[config.mk]
export PLATFORM = sky130hd
export DESIGN_NAME = bts_map
export DESIGN_NICKNAME = d
export VERILOG_FILES = /design/src/rtl/core/bts_pkg.sv /design/src/rtl/core/bts_map.sv
export SDC_FILE = /design/constraint.sdc
export NUM_CORES = 1
export LEC_CHECK = 0
export ABC_AREA = 1
export BUFFER_PORTS_ARGS = -buffer_cell sky130_fd_sc_hd__buf_2
export CAP_MARGIN = 10
export CORE_ASPECT_RATIO = 0.9
export CORE_UTILIZATION = 55
export DETAILED_ROUTE_END_ITERATION = 16
export GPL_ROUTABILITY_DRIVEN = 0
export PLACE_DENSITY_LB_ADDON = 0.15
export RECOVER_POWER = 25
export SYNTH_ARGS = -nofsm -noshare
export SYNTH_HDL_FRONTEND = slang
export SYNTH_SLANG_ARGS = --single-unit
[constraint.sdc]
create_clock -name vclk -period 8.1
set_clock_uncertainty 0.2 [all_clocks]
set_input_delay 0.81 -clock vclk [all_inputs]
set_output_delay 0.81 -clock vclk [all_outputs]
set_load 0.005 [all_outputs]
[src/rtl/core/bts_pkg.sv]
package bts_pkg;

	// Fixed field widths of the sampler.
	localparam int TEXEL_BITS = 16;
	localparam int MAX_DIM    = 128;
	localparam int IDX_BITS   = 7;
	localparam int HALF_BITS  = IDX_BITS - 1;
	localparam int DIM_BITS   = 8;
	localparam int COORD_BITS = 17;
	localparam int FRAC_BITS  = 17;
	localparam int FRAC_SHIFT = 16;
	localparam int POS_BITS   = COORD_BITS + DIM_BITS;
	localparam int ROW_BITS   = TEXEL_BITS + FRAC_BITS;
	localparam int ACC_BITS   = ROW_BITS + FRAC_BITS;
	localparam int RND_SHIFT  = 2 * FRAC_SHIFT;

	typedef logic [TEXEL_BITS-1:0] texel_t;
	typedef logic [IDX_BITS-1:0]   idx_t;
	typedef logic [FRAC_BITS-1:0]  frac_t;
	typedef logic [DIM_BITS-1:0]   dim_t;
	typedef logic [COORD_BITS-1:0] coord_t;

	// Weight of 1.0 and half a texel in the Q.16 texel space.
	localparam frac_t ONE_Q16 = frac_t'(1 << FRAC_SHIFT);
	localparam logic [POS_BITS-1:0] HALF_Q16 = POS_BITS'(1 << (FRAC_SHIFT - 1));

	typedef enum logic {
		OP_WRITE  = 1'b0,
		OP_SAMPLE = 1'b1
	} op_t;

	typedef enum logic {
		CFG_WIDTH  = 1'b0,
		CFG_HEIGHT = 1'b1
	} cfg_reg_t;

	// Control that travels with a sample down the blend pipeline.
	typedef struct packed {
		logic valid;
		logic zero;
	} ctl_t;

	// Image sizes outside the supported range are pinned to its ends.
	function automatic dim_t clamp_dim(input logic [DIM_BITS-1:0] d);
		dim_t r;
		if (d < DIM_BITS'(2)) begin
			r = DIM_BITS'(2);
		end else if (d > DIM_BITS'(MAX_DIM)) begin
			r = DIM_BITS'(MAX_DIM);
		end else begin
			r = d;
		end
		return r;
	endfunction

endpackage

[src/rtl/core/bts_map.sv]
module bts_map import bts_pkg::*; (
	input  coord_t coord,
	input  dim_t   dim,
	output idx_t   idx,
	output frac_t  frac
);

	logic [POS_BITS-1:0] prod;
	logic [POS_BITS-1:0] pos;
	logic [POS_BITS-1:0] top;

	// Texel-space position coord*dim - 0.5 and the position of the last texel center.
	assign prod = POS_BITS'(coord) * POS_BITS'(dim);
	assign pos  = prod - HALF_Q16;
	assign top  = POS_BITS'({dim - DIM_BITS'(1), FRAC_SHIFT'(0)});

	// Clamp to the edge: below the first center, or at or past the last one.
	always_comb begin
		priority if (prod <= HALF_Q16) begin
			idx  = '0;
			frac = '0;
		end else if (pos >= top) begin
			idx  = IDX_BITS'(dim - DIM_BITS'(2));
			frac = ONE_Q16;
		end else begin
			idx  = pos[FRAC_SHIFT +: IDX_BITS];
			frac = {1'b0, pos[FRAC_SHIFT-1:0]};
		end
	end

endmodule

# Yosys cells after proc, flatten, opt, wreduce, memory -nomap -nowiden
# Index checks and enable logic that the tools add are counted.
[totals] register_bits=0 out_inout_bits=24 elab_cells=10
[classes] add_sub_neg=3 multipliers=1 magnitude_cmp=2 n_mux=4
[ops] operator="two-way mux 17 bit" n=2
[ops] operator="greater-or-equal comparator 25 x 24 -> 1 bit" n=1
[ops] operator="less-or-equal comparator 25 x 16 -> 1 bit (second input constant)" n=1
[ops] operator="multiplier 17 x 8 -> 25 bit" n=1
[ops] operator="subtractor 25 x 16 -> 25 bit (second input constant)" n=1
[ops] operator="two-way mux 7 bit" n=2
[ops] operator="subtractor 8 x 1 -> 8 bit (second input constant)" n=1
[ops] operator="subtractor 7 x 2 -> 7 bit (second input constant)" n=1

# Logic depth before layout (Yosys ltp)
[depth] ltp_word=5 ltp_mapped=40 mapped_depth_nobuf=38

# Worst setup path before layout
# OpenSTA, ideal clock, no wires.
[synth_path] kind="input to output" start="in dim[6]" end="out frac[10]" arrival_time_ns=6.625 t_required_ns=7.090 setup_slack_ns=0.465 stages=32 path_buffers=3 cell_sequence="clkbuf_1 -> buf_1 -> nand2_1 -> inv_1 -> fa_1 -> fa_1 -> fa_1 -> inv_1 -> fa_1 -> inv_1 -> ha_1 -> nand2_1 -> nand2_1 -> o21bai_1 -> a21oi_1 -> nand3_1 -> nand2_2 -> inv_1 -> nor2_1 -> nand2_1 -> and2_1 -> inv_1 -> ha_1 -> a21o_1 -> a31oi_1 -> o21ai_0 -> nand2_1 -> nand2_1 -> nor2_2 -> nand3_4 -> buf_6 -> nor2_2"
[synth_between] elab_chain_len=5 elab_cells_between_ends=7
[synth_rtl] element="start, declared" line_no="bts_map.sv:3" rtl="input dim_t dim,"
[synth_rtl] element="multiplier 17 x 8 -> 25 bit" line_no="bts_map.sv:13" rtl="assign prod = POS_BITS'(coord) * POS_BITS'(dim);"
[synth_rtl] element="subtractor 25 x 16 -> 25 bit" line_no="bts_map.sv:14" rtl="assign pos = prod - HALF_Q16;"
[synth_rtl] element="greater-or-equal comparator 25 x 24 -> 1 bit" line_no="bts_map.sv:22" rtl="end else if (pos >= top) begin"
[synth_rtl] element="two-way mux 17 bit" line_no="bts_map.sv:22"
[synth_rtl] element="two-way mux 17 bit *" line_no="bts_map.sv:19" rtl="priority if (prod <= HALF_Q16) begin"
[synth_rtl] element="end, declared" line_no="bts_map.sv:5" rtl="output frac_t frac"
# Mark *: on every way between the ends. The rest lies on a longest branch, timed or not.

# Final worst setup path
[layout_path] start="in dim[2]" end="out frac[7]"
# Same word-level chain as after synthesis.

==> flow_metrics.tcl <==
set metrics [dict create \
    status "finished, final reports clean" \
    die_y_um 101 \
    die_area_mm2 0.0113 \
    overflow 0 \
    yosysTopAreaCell "fa_1" \
    synth.avg_cell_area_um2 6.16 \
    period_needed_ns 7.76 \
    worst_ir_drop_vdd_uv 508 \
    post_cts_buffers 0 \
    antenna_left 0 \
    switching_share_pct 62.4 \
    cpPeakStageDelay_ns 0.55 \
    final.clkbuf_count 0 \
    critPathSlowestCell "fa_1" \
    drtIter0Drc 320 \
    rows 35 \
    fin_cells 1119 \
    synth_top_area_share_pct 30.2 \
    num_antenna_cells 0 \
    p_sw_w 0.00161 \
    synth_common_cells "nand2_1 (308), inv_1 (286), fa_1 (90), ha_1 (56), nor2_1 (52)" \
    flops_and_latches 0 \
    hold_start "coord[0]" \
    ys_top_cells_by_area "fa_1 (30%), nand2_1 (19%), inv_1 (18%), ha_1 (12%), nor2_1 (3.3%)" \
    wl_per_cell_um 11.9 \
    min-delay-path-class "in2out" \
    gr-usage-all-layers_pct 24.7 \
    fmax_mhz 129 \
    arrival_ns 6.75 \
    hold_ws_ns 1.84 \
    wl_met2_um 6580 \
    p_seq_share_pct 0 \
    ys_warn_count 0 \
    power_frac_comb_pct 100.0 \
    grt_pass1_vias 5042 \
    dieWidth_um 112 \
    yosysSeqAreaShare_pct 0 \
    finalHoldViolCount 0 \
    crit_required_ns 7.09 \
    fin_ws_ns 0.343 \
    p_clk_share_pct 0 \
    max-cap-violations 0 \
    drive_gt1_share_pct 9.60 \
    report.final.slew_viol_count 0 \
    critPathKind "in2out" \
    highest_layer "met4" \
    ctsResizeCount 0 \
    grt_pass1_wl_um 22900 \
    p_leak_nw 4.31 \
    finalSetupViolations 0 \
    drc 0 \
    cts_hold_buf 0 \
    grt_max_degree 22 \
    final_util_pct 61.0 \
    syn_nets 1140 \
    numPortBuffers 49 \
    power_w 0.00258 \
    num-nets-final 1163 \
    finalCritPeriodShare_pct 95.8 \
    seq_area_um2 0 \
    core_area_mm2 0.0104 \
    synthMostInstantiatedCell "nand2_1" \
    ioPinCount 49 \
    routed-wl-met3_um 527 \
    hold_end "frac[0]" \
    cp-start-kind "input port" \
    cellPowerDensity_mw_per_mm2 408 \
    routed_wl_um 13300 \
    vias 5413 \
    placed_cells 1119 \
    preCtsSetupSlack_ns 0.105 \
    crit_top_cell "nand2_1" \
    fillers 1050 \
    cp-end-kind "primary output" \
    crit_fanout 17 \
    internal_power_w 0.000971 \
    synthCells 969 \
    antenna_found_initial 0 \
    firstDrtPassIters 5 \
    synthesis.area_mm2 0.00597 \
    via_per_inst 4.84 \
    wirelength_met1_um 6150 \
    area_growth_pct 6.12 \
    synth.distinct_cells 34 \
    dp_hpwl_um 11500 \
    relSlewSlack_pct 66.1 \
    tightestPinTransition_ns 0.509 \
    initial_utilization_pct 57.5 \
    hold_depth 4 \
]
layout make-up:
type | instances | area [µm²] | area share (%)
Multi-Input combinational cell | 645 | 4760 | 75.2
Inverter | 290 | 1090 | 17.2
Tap cell | 129 | 161 | 2.55
Timing Repair Buffer | 55 | 319 | 5.04
through the flow:
| stage | setup TNS [ns] | instance area [µm²] |
|---|---|---|
| 2_1_floorplan | 0 | 5970 |
| 3_3_place_gp | 0 | 6290 |
| 3_5_place_dp | 0 | 6290 |
| 4_1_cts | 0 | 6290 |
| 5_1_grt | -0.0300 | 6330 |
| 6_report | 0 | 6330 |
power groups by stage:
stage	logic (W)	clock network (W)	registers, W
floorplan	0.00189	0	0
global placement	0.00253	0	0
detailed placement	0.00253	0	0
CTS	0.00255	0	0
global route	0.00296	0	0
finish	0.00258	0	0
worst max-delay path: cells and delay by family:
family | cells | cell delay, ns
adders and majority gates | 6 | 2.69
buffers and inverters | 7 | 0.84
and+or+nand+nor | 15 | 1.58
AOI/OAI and AO/OA | 6 | 0.80
logic make-up after synthesis:
kind of cell    after synthesis  synth area share [%]
compound gates               32                  3.00
xor+xnor                     15                  2.20
fa+ha+maj                   146                  41.9
buf+inv                     324                  20.8
simple gates                452                  32.1
how the worst max path moves through the flow:
stage | depth (start not counted) | end | start | slack [ns]
floorplan | 32 | frac[10] | dim[6] | 0.46
global placement | 35 | frac[7] | dim[6] | 0.13
detailed placement | 35 | frac[7] | dim[6] | 0.10
CTS | 35 | frac[7] | dim[6] | 0.09
global route | 36 | idx[4] | dim[2] | -0.01
finish | 34 | frac[7] | dim[2] | 0.34
routing by layer:
metal  GRT usage, %  vias to the layer above
met5              0                        -
met4           2.08                        0
met3          0.902                       10
met2           44.0                      124
met1           34.9                     2480
li1               -                     2799
cell usage in the layout (no fill, tap or decap), types with 3 or more instances in the layout:
cell,n
nor2_2,12
nand3_1,32
nand4_1,8
buf_2,44
fa_1,90
inv_2,3
clkbuf_4,3
xnor2_1,5
nand3b_1,10
buf_4,6
nand2_1,308
ha_1,55
nor2_1,51
a21oi_1,20
o21bai_1,3
inv_1,286
xor2_1,10
nor2_4,3
o21ai_0,5
nor3_1,7
nand2_2,14
Note: power is estimated with default switching activity, not from simulation.
